[src/sv/kps_pkg.sv]
// Package for the matrix keypad scanner.
// Holds the configuration struct, register indexes, scan phases and column drive patterns.
// No dependencies; kps_cfg, kps_core and the top level use it.
package kps_pkg;

	// Register indexes on the configuration write port.
	localparam logic [2:0] REG_ROWS_IN_USE    = 3'd0;
	localparam logic [2:0] REG_COLUMNS_IN_USE = 3'd1;
	localparam logic [2:0] REG_SETTLE_TICKS   = 3'd2;
	localparam logic [2:0] REG_KEY_MAP_LOW    = 3'd3;
	localparam logic [2:0] REG_KEY_MAP_HIGH   = 3'd4;

	localparam int unsigned CFG_INDEX_W = 3;
	localparam int unsigned CFG_DATA_W  = 64;

	// Reset values of the configuration registers.
	localparam logic [2:0]  RESET_ROWS_IN_USE    = 3'd4;
	localparam logic [2:0]  RESET_COLUMNS_IN_USE = 3'd3;
	localparam logic [15:0] RESET_SETTLE_TICKS   = 16'd10;

	// Scan phase: waiting for the column to settle, or holding a pressed key.
	typedef enum logic [0:0] {
		PHASE_SETTLING = 1'b0,
		PHASE_RELEASE  = 1'b1
	} phase_t;

	typedef struct packed {
		logic [2:0]  rows_in_use;
		logic [2:0]  columns_in_use;
		logic [15:0] settle_ticks;
		logic [63:0] key_map_low;
		logic [63:0] key_map_high;
	} cfg_t;

	// One result transaction.
	typedef struct packed {
		logic [3:0] column_drive;
		logic       key_valid;
		logic [7:0] key_code;
		logic [3:0] key_position;
	} result_t;

	// Active-low drive pattern for a column.
	function automatic logic [3:0] drive_pattern(input logic [1:0] col);
		logic [3:0] pat;
		case (col)
			2'd0:    pat = 4'b1110;
			2'd1:    pat = 4'b1101;
			2'd2:    pat = 4'b1011;
			default: pat = 4'b0111;
		endcase
		return pat;
	endfunction

endpackage

[src/sv/kps_if.sv]
// Handshake interfaces for the keypad scanner channels.
// kps_tick_if carries the sampled row lines, kps_result_if the scan result.
// Depends on nothing; used by the top level.
interface kps_tick_if;
	logic       valid;
	logic       ready;
	logic [3:0] row_lines;

	modport source (output valid, output row_lines, input ready);
	modport sink   (input valid, input row_lines, output ready);
endinterface

interface kps_result_if;
	logic       valid;
	logic       ready;
	logic [3:0] column_drive;
	logic       key_valid;
	logic [7:0] key_code;
	logic [3:0] key_position;

	modport source (output valid, output column_drive, output key_valid,
		output key_code, output key_position, input ready);
	modport sink   (input valid, input column_drive, input key_valid,
		input key_code, input key_position, output ready);
endinterface

[src/sv/kps_cfg.sv]
// Configuration register file of the keypad scanner.
// Takes writes from the plain write port and presents the registers as kps_pkg::cfg_t.
// Depends on kps_pkg.
module kps_cfg (
	input  logic                              clk,
	input  logic                              arst_n,
	input  logic                              write_enable,
	input  logic [kps_pkg::CFG_INDEX_W-1:0]   write_index,
	input  logic [kps_pkg::CFG_DATA_W-1:0]    write_data,
	output kps_pkg::cfg_t                     cfg
);

	kps_pkg::cfg_t cfg_q;

	// Register writes; indexes beyond the list are ignored.
	always_ff @(posedge clk or negedge arst_n) begin
		if (!arst_n) begin
			cfg_q.rows_in_use    <= kps_pkg::RESET_ROWS_IN_USE;
			cfg_q.columns_in_use <= kps_pkg::RESET_COLUMNS_IN_USE;
			cfg_q.settle_ticks   <= kps_pkg::RESET_SETTLE_TICKS;
			cfg_q.key_map_low    <= 64'd0;
			cfg_q.key_map_high   <= 64'd0;
		end else if (write_enable) begin
			case (write_index)
				kps_pkg::REG_ROWS_IN_USE:    cfg_q.rows_in_use    <= write_data[2:0];
				kps_pkg::REG_COLUMNS_IN_USE: cfg_q.columns_in_use <= write_data[2:0];
				kps_pkg::REG_SETTLE_TICKS:   cfg_q.settle_ticks   <= write_data[15:0];
				kps_pkg::REG_KEY_MAP_LOW:    cfg_q.key_map_low    <= write_data;
				kps_pkg::REG_KEY_MAP_HIGH:   cfg_q.key_map_high   <= write_data;
				default: ;
			endcase
		end
	end

	assign cfg = cfg_q;

endmodule

[src/sv/kps_core.sv]
// Scan state and per-tick step logic of the keypad scanner.
// Computes the result of one tick from the row lines and the scan state, and
// advances the state when the tick is processed. Depends on kps_pkg.
module kps_core (
	input  logic              clk,
	input  logic              arst_n,
	input  kps_pkg::cfg_t     cfg,
	input  logic              step,
	input  logic [3:0]        row_lines,
	output kps_pkg::result_t  res
);

	logic [1:0]      scan_column_q;
	kps_pkg::phase_t scan_phase_q;
	logic [15:0]     settle_count_q;
	logic [1:0]      held_row_q;

	logic [1:0]      scan_column_d;
	kps_pkg::phase_t scan_phase_d;
	logic [15:0]     settle_count_d;
	logic [1:0]      held_row_d;

	logic [3:0] row_mask;
	logic [3:0] pressed;
	logic [1:0] lowest;
	logic [2:0] cols_eff;
	logic [2:0] col_inc;
	logic [2:0] map_idx;
	logic [63:0] map_word;

	// Rows that are in use and read low; rows beyond the count read as released.
	always_comb begin
		case (cfg.rows_in_use)
			3'd0:    row_mask = 4'b0000;
			3'd1:    row_mask = 4'b0001;
			3'd2:    row_mask = 4'b0011;
			3'd3:    row_mask = 4'b0111;
			default: row_mask = 4'b1111;
		endcase
		pressed = ~row_lines & row_mask;
	end

	// Lowest-numbered pressed row wins.
	always_comb begin
		if (pressed[0])      lowest = 2'd0;
		else if (pressed[1]) lowest = 2'd1;
		else if (pressed[2]) lowest = 2'd2;
		else                 lowest = 2'd3;
	end

	// Effective column count is clamped to one through four.
	always_comb begin
		if (cfg.columns_in_use == 3'd0)     cols_eff = 3'd1;
		else if (cfg.columns_in_use > 3'd4) cols_eff = 3'd4;
		else                                cols_eff = cfg.columns_in_use;
		col_inc = {1'b0, scan_column_q} + 3'd1;
	end

	// Key map lookup for the held row and the current column.
	always_comb begin
		map_word = held_row_q[1] ? cfg.key_map_high : cfg.key_map_low;
		map_idx  = {held_row_q[0], scan_column_q};
	end

	// Next state and result of this tick.
	always_comb begin
		scan_column_d  = scan_column_q;
		scan_phase_d   = scan_phase_q;
		settle_count_d = settle_count_q;
		held_row_d     = held_row_q;

		res.column_drive = kps_pkg::drive_pattern(scan_column_q);
		res.key_valid    = 1'b0;
		res.key_code     = 8'd0;
		res.key_position = 4'd0;

		case (scan_phase_q)
			kps_pkg::PHASE_RELEASE: begin
				if (pressed == 4'd0) begin
					res.key_valid    = 1'b1;
					res.key_code     = map_word[{map_idx, 3'b000} +: 8];
					res.key_position = {held_row_q, scan_column_q};
					scan_column_d    = 2'd0;
					scan_phase_d     = kps_pkg::PHASE_SETTLING;
					settle_count_d   = 16'd0;
				end
			end
			default: begin
				if (settle_count_q < cfg.settle_ticks) begin
					settle_count_d = settle_count_q + 16'd1;
				end else if (pressed != 4'd0) begin
					held_row_d   = lowest;
					scan_phase_d = kps_pkg::PHASE_RELEASE;
				end else begin
					scan_column_d  = (col_inc >= cols_eff) ? 2'd0 : col_inc[1:0];
					settle_count_d = 16'd0;
				end
			end
		endcase
	end

	// Scan state registers, updated once per processed tick.
	always_ff @(posedge clk or negedge arst_n) begin
		if (!arst_n) begin
			scan_column_q  <= 2'd0;
			scan_phase_q   <= kps_pkg::PHASE_SETTLING;
			settle_count_q <= 16'd0;
			held_row_q     <= 2'd0;
		end else if (step) begin
			scan_column_q  <= scan_column_d;
			scan_phase_q   <= scan_phase_d;
			settle_count_q <= settle_count_d;
			held_row_q     <= held_row_d;
		end
	end

endmodule

[src/sv/matrix_keypad_scanner.sv]
// Top level of the matrix keypad scanner: input register, step logic, result register.
// Depends on kps_pkg, kps_if (kps_tick_if, kps_result_if), kps_cfg and kps_core.
//
//   channel       | direction | payload
//   --------------+-----------+-----------------------------------------------------
//   tick          | in        | row_lines[3:0]
//   result        | out       | column_drive[3:0], key_valid, key_code[7:0], key_position[3:0]
//   write port    | in        | write_enable, write_index[2:0], write_data[63:0]
//
// Each tick transaction yields exactly one result transaction; once accepted, it passes
// through the input register and then the result register on its way out.
// One tick is accepted every cycle while result.ready is high; kps_core keeps up with that.
// arst_n clears both pipeline valid bits, the scan state and the configuration registers.
// A stall on the result side fills the result register first, then the input register,
// and only then drops tick.ready; no transaction is lost or repeated.
module matrix_keypad_scanner (
	input  logic                             clk,
	input  logic                             arst_n,
	kps_tick_if.sink                         tick,
	kps_result_if.source                     result,
	input  logic                             write_enable,
	input  logic [kps_pkg::CFG_INDEX_W-1:0]  write_index,
	input  logic [kps_pkg::CFG_DATA_W-1:0]   write_data
);

	kps_pkg::cfg_t    cfg;
	kps_pkg::result_t res;

	logic       valid_s1;
	logic [3:0] row_lines_s1;
	logic       valid_s2;
	kps_pkg::result_t res_s2;
	logic       advance_s1;

	kps_cfg u_cfg (
		.clk          (clk),
		.arst_n       (arst_n),
		.write_enable (write_enable),
		.write_index  (write_index),
		.write_data   (write_data),
		.cfg          (cfg)
	);

	kps_core u_core (
		.clk       (clk),
		.arst_n    (arst_n),
		.cfg       (cfg),
		.step      (advance_s1),
		.row_lines (row_lines_s1),
		.res       (res)
	);

	// The input stage moves on when the result register is empty or being drained.
	assign advance_s1 = valid_s1 && (!valid_s2 || result.ready);
	assign tick.ready = !valid_s1 || advance_s1;

	// Input register.
	always_ff @(posedge clk or negedge arst_n) begin
		if (!arst_n) begin
			valid_s1 <= 1'b0;
		end else if (tick.ready) begin
			valid_s1 <= tick.valid;
		end
	end

	always_ff @(posedge clk) begin
		if (tick.valid && tick.ready) begin
			row_lines_s1 <= tick.row_lines;
		end
	end

	// Result register.
	always_ff @(posedge clk or negedge arst_n) begin
		if (!arst_n) begin
			valid_s2 <= 1'b0;
		end else if (advance_s1) begin
			valid_s2 <= 1'b1;
		end else if (result.ready) begin
			valid_s2 <= 1'b0;
		end
	end

	always_ff @(posedge clk) begin
		if (advance_s1) begin
			res_s2 <= res;
		end
	end

	assign result.valid        = valid_s2;
	assign result.column_drive = res_s2.column_drive;
	assign result.key_valid    = res_s2.key_valid;
	assign result.key_code     = res_s2.key_code;
	assign result.key_position = res_s2.key_position;

endmodule

[src/flat_wrapper.sv]
// flat-port wrapper written by rule: the top's interface ports become plain ports
module matrix_keypad_scanner_flat 
  (clk, arst_n, write_enable, write_index, write_data, tick_valid, tick_row_lines, tick_ready, result_valid, result_column_drive, result_key_valid, result_key_code, result_key_position, result_ready);
  kps_tick_if tick_i ();
  kps_result_if result_i ();
  input  logic clk;
  input  logic arst_n;
  input  logic write_enable;
  input  logic [kps_pkg::CFG_INDEX_W-1:0] write_index;
  input  logic [kps_pkg::CFG_DATA_W-1:0] write_data;
  input wire logic [$bits(tick_i.valid)-1:0] tick_valid;
  input wire logic [$bits(tick_i.row_lines)-1:0] tick_row_lines;
  output wire logic [$bits(tick_i.ready)-1:0] tick_ready;
  output wire logic [$bits(result_i.valid)-1:0] result_valid;
  output wire logic [$bits(result_i.column_drive)-1:0] result_column_drive;
  output wire logic [$bits(result_i.key_valid)-1:0] result_key_valid;
  output wire logic [$bits(result_i.key_code)-1:0] result_key_code;
  output wire logic [$bits(result_i.key_position)-1:0] result_key_position;
  input wire logic [$bits(result_i.ready)-1:0] result_ready;
  assign tick_i.valid = tick_valid;
  assign tick_i.row_lines = tick_row_lines;
  assign tick_ready = tick_i.ready;
  assign result_valid = result_i.valid;
  assign result_column_drive = result_i.column_drive;
  assign result_key_valid = result_i.key_valid;
  assign result_key_code = result_i.key_code;
  assign result_key_position = result_i.key_position;
  assign result_i.ready = result_ready;
  matrix_keypad_scanner u_core (.clk(clk), .arst_n(arst_n), .tick(tick_i), .result(result_i), .write_enable(write_enable), .write_index(write_index), .write_data(write_data));
endmodule
[config.mk]
export PLATFORM = sky130hd
export DESIGN_NAME = matrix_keypad_scanner_flat
export DESIGN_NICKNAME = d
export VERILOG_FILES = /design/src/sv/kps_pkg.sv /design/src/sv/kps_if.sv /design/src/sv/kps_cfg.sv /design/src/sv/kps_core.sv /design/src/sv/matrix_keypad_scanner.sv /design/src/flat_wrapper.sv
export SDC_FILE = /design/constraint.sdc
export NUM_CORES = 1
export LEC_CHECK = 0
export BUFFER_PORTS_ARGS = -buffer_cell sky130_fd_sc_hd__buf_4
export CORE_MARGIN = 2
export CORE_UTILIZATION = 30
export DETAILED_ROUTE_END_ITERATION = 10
export GPL_TIMING_DRIVEN = 0
export PLACE_DENSITY_LB_ADDON = 0.2
export REMOVE_ABC_BUFFERS = 1
export SYNTH_ARGS = -nofsm -noshare
export SYNTH_HDL_FRONTEND = slang
export SYNTH_SLANG_ARGS = --single-unit
[constraint.sdc]
create_clock -name clk -period 2.61 [get_ports clk]
set_clock_uncertainty 0.05 [all_clocks]
set_input_delay 0.261 -clock clk [delete_from_list [all_inputs] [get_ports clk]]
set_output_delay 0.261 -clock clk [all_outputs]
set_load 0.02 [all_outputs]
Word-level counts from Yosys, hierarchy flattened
Index checks and enable logic that the tools add are counted.
- flip-flop bits (word level): 194
- bits of input ports: 76
- logic and storage cells: 85
- output and inout bits: 19
- $add $sub $neg: 2
- order comparisons: 3
- reductions and logical operators: 22
- bitwise logic cells: 4
- equality and inequality tests: 13
- shifts and indexed selects: 1
- multiplexer cells: 24
- operators with widths (cell ; number):
    16-bit 2-to-1 mux ; 4
    64-bit 2-to-1 mux ; 1
    64-bit by 7-bit variable part select with 8-bit output ; 1
    16-bit by 1-bit adder with 16-bit output, second input constant ; 1
    16-bit less-than comparator ; 1
    4-bit one-hot mux with 4 select lines ; 1
    2-bit 2-to-1 mux ; 7
    13-bit 2-to-1 mux ; 1
    3-bit by 2-bit equality test with 1-bit output, second input constant ; 4
    4-bit one-hot mux with 3 select lines ; 1
    2-bit AND reduction ; 6
    3-bit zero test ; 3
    4-bit AND reduction ; 2
    1-bit 2-to-1 mux ; 7
    3-bit by 1-bit equality test with 1-bit output, second input constant ; 2
    3-bit 2-to-1 mux ; 2
    4-bit bitwise AND ; 1
    4-bit zero test ; 1
    2-bit inequality test, second input constant ; 2
    4-bit NOT ; 1
    4-bit nonzero test ; 1
    2-bit by 1-bit adder with 3-bit output, second input constant ; 1
    3-bit equality test, second input constant ; 1
    3-bit >= comparator ; 1
    12 further kinds ; 16

Logic depth before layout (Yosys ltp)
Gate-level depths: netlist of run 1.
- word-level depth: 8
- mapped depth: 9
- depth with buffers taken out: 8

Cells and area by module
From an unflattened synthesis of run 1, not the netlist that was laid out.
- cells, all modules: 653
- area, all modules: 9818.2 µm²
- by module, submodules not included (module ; area an instance (µm²) ; sequential area each (µm²) ; times used ; cells an instance):
    kps_cfg ; 5993.2 ; 3759.9 ; 1 ; 321
    kps_core ; 3090.5 ; 525.5 ; 1 ; 303
    matrix_keypad_scanner ; 734.5 ; 680.7 ; 1 ; 29

Worst setup path before layout of run 1
OpenSTA, ideal clock, no wires.
- kind: reg-to-reg
- start point: reg u_core.u_core.scan_column_q[0]
- end point: reg u_core.u_core.scan_column_q[0]
- setup slack: 0.142 ns
- data required time: 2.493 ns
- arrival time: 2.351 ns
- cell stages (with the launch flop): 10
- buffers on the path: 2
- clock period less this slack: 2.468 ns
- setup time: 0.067 ns
- cell sequence: dfrtp_1 > clkbuf_1 > clkbuf_1 > inv_1 > ha_1 > ha_1 > a21o_1 > a211oi_1 > and2_1 > mux2_1
- longest elaborated chain between the ends: 6
- RTL lines (item ; RTL line ; RTL):
    from (decl) ; kps_core.sv:13 ; logic [1:0] scan_column_q;
    from (signal assigned) ; kps_core.sv:110 ; scan_column_q <= scan_column_d;
    2-bit by 1-bit adder with 3-bit output (*) ; kps_core.sv:56 ; col_inc = {1'b0, scan_column_q} + 3'd1;
    3-bit >= comparator ; kps_core.sv:95 ; scan_column_d = (col_inc >= cols_eff) ? 2'd0 : col_inc[1:0];
    2-bit 2-to-1 mux (*) ; kps_core.sv:95 ;
    2-bit 2-to-1 mux (*) ; kps_core.sv:91 ; end else if (pressed != 4'd0) begin
    2-bit 2-to-1 mux (*) ; kps_core.sv:89 ; if (settle_count_q < cfg.settle_ticks) begin
    2-bit 2-to-1 mux (*) ; kps_core.sv:77 ; case (scan_phase_q)
Every way passes the cells marked *; elsewhere a longest branch is shown, timed or not. The select of a mux whose other input is x is not followed.
A chain may end at the register's enable or synchronous reset.

Worst setup path after layout of run 1
- start point: reg u_core.u_cfg.cfg_q (netlist bit u_core.u_cfg.cfg[129])
- end point: reg u_core.u_core.settle_count_q[6]
- longest elaborated chain between the ends: 3
- elaborated cells between the ends (all ways): 5
- those cells by class: order compare (1); eq/ne (1); mux (2); reduce/logical (1)
- RTL lines (item ; RTL line ; RTL):
    from (decl) ; kps_cfg.sv:13 ; kps_pkg::cfg_t cfg_q;
    16-bit less-than comparator (*) ; kps_core.sv:89 ;
    3-bit inequality test (no source line) / 16-bit 2-to-1 mux (equally long branches) ; -- ;
    3-bit AND reduction (no source line) / 16-bit 2-to-1 mux (equally long branches) ; -- ;
    to (signal assigned) ; kps_core.sv:112 ; settle_count_q <= settle_count_d;
    to (decl) ; kps_core.sv:15 ; logic [15:0] settle_count_q;
Every way passes the cells marked *; elsewhere a longest branch is shown, timed or not.

==> impl_metrics.env, run 1 <==
export IMPL_synth_top_flop_cell="dfrtp_1"
export IMPL_diodes=0
export IMPL_yosysUniqueCellTypes=56
export IMPL_fmax_ghz=0.398
export IMPL_firstDrtPassIters=5
export IMPL_placed_cells=1126
export IMPL_clock_sinks=194
export IMPL_crit_type="reg2reg"
export IMPL_tritoncts="done"
export IMPL_cts_max_path_buffers=2
export IMPL_cts_root_buf="clkbuf_16"
export IMPL_dieArea_um2=32000
export IMPL_synth_edf_count=21
export IMPL_finalSetupViolCount=0
export IMPL_hold_end="u_core.u_cfg.cfg[140]"
export IMPL_drc_errors=0
export IMPL_slew_viol_final=0
export IMPL_design_area_um2=11500
export IMPL_port_buffers=94
export IMPL_syn_area_um2=9180
export IMPL_clk_latency_ns=0.43
export IMPL_rsz0062_at_grt="false"
export IMPL_drt_iter0_drc=283
export IMPL_relSlewSlack=0.293
export IMPL_hold_viol_final=0
export IMPL_nFillCells=2900
export IMPL_stdcell_count=1189
export IMPL_worstMarginPinSlew_ns=1.06
export IMPL_cts_buffers_inserted=17
export IMPL_antenna_found_initial=0
export IMPL_place_congestion=0.742
export IMPL_hpwl_um=14300
export IMPL_seq_area_frac_synth=0.541
export IMPL_ant_nets=0
export IMPL_worstPathMaxFanout=11
export IMPL_min_period_ns=2.51
export IMPL_placed_area_um2=10500
export IMPL_clk_pin_slew_worst_paths_ns=0.08
export IMPL_layout_commonest_cell="dfrtp_1"
export IMPL_fin_crit_sh=0.962
export IMPL_die_w_um=179
export IMPL_synth_warnings=0
export IMPL_worstSetupEndpointType="flip-flop"
export IMPL_power_density_nw_per_um2=891
export IMPL_grt_max_degree=115
export IMPL_r2r_end="u_core.u_core.settle_count_q[6]"
export IMPL_dr_max_layer_used="met4"
export IMPL_worst_r2r_setup_slack_ns=0.1
export IMPL_worstRegToRegCells=7
export IMPL_core_um2=30300
export IMPL_wl_per_cell_um=17.8
export IMPL_status="completed"
export IMPL_grt_use_total=0.141
export IMPL_overflow=0
export IMPL_crit_path_start_kind="flip-flop"
export IMPL_synthToLayoutAreaGrowth_pct=24.9
export IMPL_layout_nets=880
export IMPL_die_y_um=179
export IMPL_viasPerCell=4.86
export IMPL_ys_ff_latch=194
export IMPL_avgSynthCellArea_um2=13.9
export IMPL_worstHoldPathCells=3
export IMPL_finalWirelength_um=21200
export IMPL_arrival_ns=2.74
export IMPL_async_flop_share=0.892
export IMPL_p_leak_uw=0.00479
export IMPL_crit_required_ns=2.84
export IMPL_via_count=5782
export IMPL_met2WireLength_um=10600
export IMPL_peakVddDrop_mv=0.453
export IMPL_start_util=0.303
export IMPL_hp_start="write_data[12]"
export IMPL_setup_tns_ns=0
export IMPL_grt_pass1_vias=6181
export IMPL_synthCells=660
export IMPL_layout_common_cells="dfrtp_1 (165), mux2_2 (133), buf_4 (98)"
export IMPL_layout_drive_gt1_share=0.427
export IMPL_h_tree_depth=4
export IMPL_grt_pass1_wl_um=34500
export IMPL_num_rows=64
export IMPL_wl_met3_um=601
export IMPL_io_pins=95
export IMPL_drv_cap=0
export IMPL_r2r_start="u_core.u_cfg.cfg[129]"
export IMPL_hp_class="in2reg"
export IMPL_met1_length_um=9740
## layer usage
layer | global-route usage | vias to the layer above
met3 | 0.0246 | 19
met4 | 0.0352 | 0
li1 | - | 2700
met2 | 0.238 | 81
met5 | 0 | -
met1 | 0.188 | 2982
## sequential cells by signal, indices dropped and copies added (netlist names)
signal and flops:
u_core.result.column_drive 4, u_core.u_core.settle_count_q 16, u_core.u_core.scan_column_q 2, u_core.result.key_valid 1
u_core.result.valid 1, u_core.result.key_code 8, u_core.result.key_position 4, u_core.valid_s1 1
u_core.u_core.held_row_q 2, u_core.row_lines_s1 4, u_core.u_cfg.cfg 150, u_core.u_core.scan_phase_q 1
## power breakdown
part | switching, uW | internal [uW] | leakage, uW
Combinational | 1340 | 1750 | 0.00221
Sequential | 630 | 3770 | 0.00228
Clock | 1300 | 1430 | 0.000298
Total | 3260 | 6950 | 0.00479
## area by class of cell
type / instances / area (um^2) / area share
well taps: 396 / 495 / 0.0432
flip-flops and latches: 194 / 4970 / 0.434
clock inverters: 13 / 164 / 0.0143
clock buffers: 19 / 454 / 0.0396
multi-input cells: 399 / 4000 / 0.349
repair buffers: 134 / 1250 / 0.109
inverters: 34 / 131 / 0.0115
## how the worst max path moves through the flow
stage / from / endpoint / slack (ns) / cells after the start
2_1_floorplan: write_index[1] / u_core.u_cfg.cfg[0] / -0.77 / 2
3_3_place_gp: write_index[0] / u_core.u_cfg.cfg[38] / -2.95 / 3
3_5_place_dp: u_core.u_core.settle_count_q[12] / u_core.u_core.settle_count_q[13] / -0.29 / 6
4_1_cts: u_core.u_core.settle_count_q[13] / u_core.u_core.scan_column_q[0] / 0.01 / 8
5_1_grt: u_core.u_core.settle_count_q[14] / u_core.u_core.scan_column_q[0] / 0.003 / 8
6_report: u_core.u_cfg.cfg[129] / u_core.u_core.settle_count_q[6] / 0.1 / 7
## per-stage QoR
step            util  setup slack [ns]  hold WS, ns  power, uW
3_5_place_dp   0.346            -0.286        0.187       7470
5_1_grt        0.378           0.00281     0.000120      10900
4_1_cts        0.376            0.0111     0.000199      10400
3_3_place_gp   0.338             -2.95        0.391       7390
2_1_floorplan      -            -0.774      -0.0846       6390
6_report       0.378            0.0992       0.0185      10200
## synth_stat cells, drive strengths merged, types with 8 or more instances
| cell type | instances | area (um^2) |
|---|---|---|
| mux4 | 40 | 901 |
| edfxtp | 21 | 631 |
| nand2 | 41 | 154 |
| o21ai | 23 | 115 |
| dfrtp | 168 | 4200 |
| nand3 | 10 | 50.1 |
| a21oi | 8 | 40.0 |
| clkbuf | 26 | 97.6 |
| mux2 | 135 | 1520 |
| ha | 24 | 300 |
| nor4 | 12 | 90.1 |
| and2 | 15 | 93.8 |
| inv | 33 | 124 |
| nor2 | 12 | 45.0 |
| nand4 | 15 | 93.8 |
## critical path, stage by stage (launching register included)
cell	delay (ns)
dfstp_2	0.52
inv_1	0.06
ha_1	0.28
a2111o_1	0.43
a41o_2	0.42
o31ai_4	0.32
buf_12	0.16
o221ai_1	0.13
## repair_timing
action	CTS	global route
hold buffers	21	2
setup endpoints to repair	19	15
endpoints found under the hold margin	86	2
pin swaps	3	2
resized for setup	4	5
setup buffers	7	1
## cell families after synthesis
| kind of cell | after synthesis | synth area share |
|---|---|---|
| AO/OA/AOI/OAI | 66 | 0.0537 |
| adder cells (fa/ha/maj) | 25 | 0.0338 |
| buffers and inverters | 67 | 0.0290 |
| flip-flops | 194 | 0.541 |
| multiplexers | 177 | 0.266 |
| AND/OR/NAND/NOR | 131 | 0.0769 |
Power figures use the tool's default switching activity.
==> run 2: changes to the inputs <==
--- a/config.mk
+++ b/config.mk
@@ -5,12 +5,12 @@
 export SDC_FILE = /design/constraint.sdc
 export NUM_CORES = 1
 export LEC_CHECK = 0
+export ABC_AREA = 1
 export BUFFER_PORTS_ARGS = -buffer_cell sky130_fd_sc_hd__buf_4
 export CORE_MARGIN = 2
 export CORE_UTILIZATION = 30
 export DETAILED_ROUTE_END_ITERATION = 10
 export GPL_TIMING_DRIVEN = 0
-export PLACE_DENSITY_LB_ADDON = 0.2
 export REMOVE_ABC_BUFFERS = 1
 export SYNTH_ARGS = -nofsm -noshare
 export SYNTH_HDL_FRONTEND = slang
==> constraint.sdc (replaced) <==
create_clock -name clk -period 2.61 [get_ports clk]
set_clock_uncertainty 0.05 [all_clocks]
set_input_delay 0.261 -clock clk [delete_from_list [all_inputs] [get_ports clk]]
set_output_delay 0.261 -clock clk [all_outputs]
set_load 0.005 [all_outputs]
==> run 2 against run 1 <==
Against the previous run: combinational power down 21%; first-iteration DRC count grew 100%; cell count is 32% higher; sequential cell count did not move; via count up 30%; synthesized cell count rose by 65%; cell area is 3.9% lower.
==> impl_metrics.env, run 2 <==
export IMPL_synthToLayoutAreaGrowth_pct=19.2
export IMPL_via_count=7513
export IMPL_drc_errors=0
export IMPL_finalSetupViolCount=0
export IMPL_firstDrtPassIters=5
export IMPL_design_area_um2=11000
export IMPL_synth_edf_count=21
export IMPL_die_w_um=180
export IMPL_avgSynthCellArea_um2=8.49
export IMPL_hpwl_um=14900
export IMPL_crit_type="reg2reg"
export IMPL_async_flop_share=0.892
export IMPL_drt_iter0_drc=571
export IMPL_fin_hold_ws_ns=0.0286
export IMPL_num_rows=64
export IMPL_crit_required_ns=2.92
export IMPL_synthSimpleGateAreaFrac=0.178
export IMPL_setup_tns_ns=0
export IMPL_synthMuxAreaShare=0.00108
export IMPL_clk_latency_ns=0.43
export IMPL_rsz0062_at_grt="false"
export IMPL_crit_path_start_kind="flip-flop"
export IMPL_min_period_ns=2.45
export IMPL_place_congestion=0.769
export IMPL_yosysUniqueCellTypes=37
export IMPL_slew_viol_final=0
export IMPL_start_util=0.304
export IMPL_viasPerCell=4.80
export IMPL_clk_pin_slew_worst_paths_ns=0.07
export IMPL_synthDominantCellAreaShare=0.455
export IMPL_p_leak_uw=0.00524
export IMPL_ant_nets=0
export IMPL_io_pins=95
export IMPL_relSlewSlack=0.280
export IMPL_antenna_found_initial=1
export IMPL_synthCells=1088
export IMPL_die_y_um=180
export IMPL_worstMarginPinSlew_ns=1.08
export IMPL_worstPathMaxFanout=21
export IMPL_arrival_ns=2.76
export IMPL_ys_top_cells_by_area="dfrtp_1 (45%), o21ai_0 (12%), nand2_1 (9.7%), edfxtp_1 (6.8%), nor2_1 (4.6%)"
export IMPL_placed_cells=1522
export IMPL_synth_top_family_by_area="simple AND/OR/NAND/NOR gates"
export IMPL_hp_class="in2reg"
export IMPL_synth_adder_area_share=0.0325
export IMPL_dieArea_um2=32200
export IMPL_multiInputGateArea_um2=3620
export IMPL_fin_crit_sh=0.938
export IMPL_worstSetupEndpointType="flip-flop"
export IMPL_status="completed"
export IMPL_port_buffers=94
export IMPL_power_density_nw_per_um2=826
export IMPL_layout_drive_gt1_share=0.136
export IMPL_yosysMostFrequentCell="nand2_1"
export IMPL_finalWirelength_um=23700
export IMPL_nFillCells=3150
export IMPL_seq_area_um2=4970
export IMPL_synth_warnings=0
export IMPL_cts_root_buf="clkbuf_16"
export IMPL_diodes=0
export IMPL_yosysTopAreaCell="dfrtp_1"
export IMPL_synth_xor_area_frac=0.0114
export IMPL_clock_sinks=194
export IMPL_cts_buffers_inserted=17
export IMPL_grt_pass1_wl_um=39100
export IMPL_drv_cap=0
export IMPL_hold_viol_final=0
export IMPL_syn_area_um2=9240
export IMPL_stdcell_count=1565
export IMPL_largest_register_ff_count=150
export IMPL_grt_max_degree=99
export IMPL_core_um2=30400
export IMPL_peakVddDrop_mv=0.501
export IMPL_ys_ff_latch=194
export IMPL_layout_common_cells="nand2_1 (239), o21ai_0 (221), dfrtp_1 (165)"
export IMPL_p_total_uw=9100
export IMPL_tritoncts="done"
export IMPL_layout_nets=1256
export IMPL_synth_top_flop_cell="dfrtp_1"
export IMPL_layout_commonest_cell="nand2_1"
export IMPL_cts_max_path_buffers=2
export IMPL_synth_commonest_cells="nand2_1 (239), o21ai_0 (221), dfrtp_1 (168)"
export IMPL_placed_area_um2=10300
export IMPL_fmax_ghz=0.408
export IMPL_h_tree_depth=4
export IMPL_grt_pass1_vias=7405
export IMPL_seq_area_frac_synth=0.537
export IMPL_wl_per_cell_um=15.2
export IMPL_overflow=0
export IMPL_synth_compound_area_share=0.166
export IMPL_grt_use_total=0.149
## run 2: worst paths after layout
check / slack (ns) / cells after the start / endpoint / from
setup / recovery: 0.16 / 8 / u_core.u_core.scan_column_q[0] / u_core.u_core.scan_column_q[1]
setup reg to reg: 0.16 / 8 / u_core.u_core.scan_column_q[0] / u_core.u_core.scan_column_q[1]
min in group asynchronous: 0.35 / 2 / u_core.u_cfg.cfg[12] / arst_n
max in group asynchronous: 1.24 / 3 / u_core.u_core.scan_column_q[0] / arst_n
hold reg to reg: 0.43 / 2 / u_core.u_cfg.cfg[37] / u_core.u_cfg.cfg[37]
hold / removal: 0.03 / 3 / u_core.valid_s1 / tick_valid
## run 2: cell type report
type	instances	area share
Clock buffer	19	0.0393
Clock inverter	13	0.0116
Inverter	110	0.0392
Multi-Input combinational cell	724	0.329
Sequential cell	194	0.451
Tap cell	396	0.0450
Timing Repair Buffer	108	0.0845
Timing Repair inverter	1	0.000681
## run 2: per-layer routing
layer	vias to the layer above	GRT usage	share of wire
li1	3688	-	-
met1	3622	0.207	0.47
met2	179	0.239	0.47
met3	24	0.0263	0.045
met4	0	0.0433	0.016
met5	-	0	0
## run 2: timing repair
action,in CTS,in global routing
gates cloned,1,0
endpoints found under the setup margin,12,6
endpoints found under the hold margin,79,0
hold buffers,5,0
gates resized for setup,7,2
setup buffers,4,1
## run 2: kinds of logic (layout without fill, tap and decap cells)
| group | Yosys count | count (layout) |
|---|---|---|
| multiplexers | 1 | 1 |
| AND/OR/NAND/NOR | 403 | 403 |
| buffers and inverters | 170 | 251 |
| XOR/XNOR | 12 | 12 |
| flip-flops | 194 | 194 |
| adder cells (fa/ha/maj) | 24 | 24 |
| AO/OA/AOI/OAI | 284 | 284 |
## run 2: worst max-delay path: stages (launching register included)
cell and delay, ns:
dfrtp_2 0.72, clkinv_4 0.33, ha_1 0.38, ha_1 0.31, nand3_1 0.10, o211ai_1 0.12, nor3_1 0.17, nand3_1 0.11
nand2_1 0.08
## run 2: where the power goes
group	total, uW	internal (uW)	switching, uW
clock network	2550	1330	1220
registers	4130	3630	493
logic	2430	957	1470
## run 2: metrics by stage
stage | worst slack [ns] | util
after global placement | -2.33 | 0.334
final | 0.161 | 0.362
after detailed placement | -0.937 | 0.339
after CTS | 0.0117 | 0.361
after global routing | 0.0130 | 0.362
after floorplan | -0.537 | -
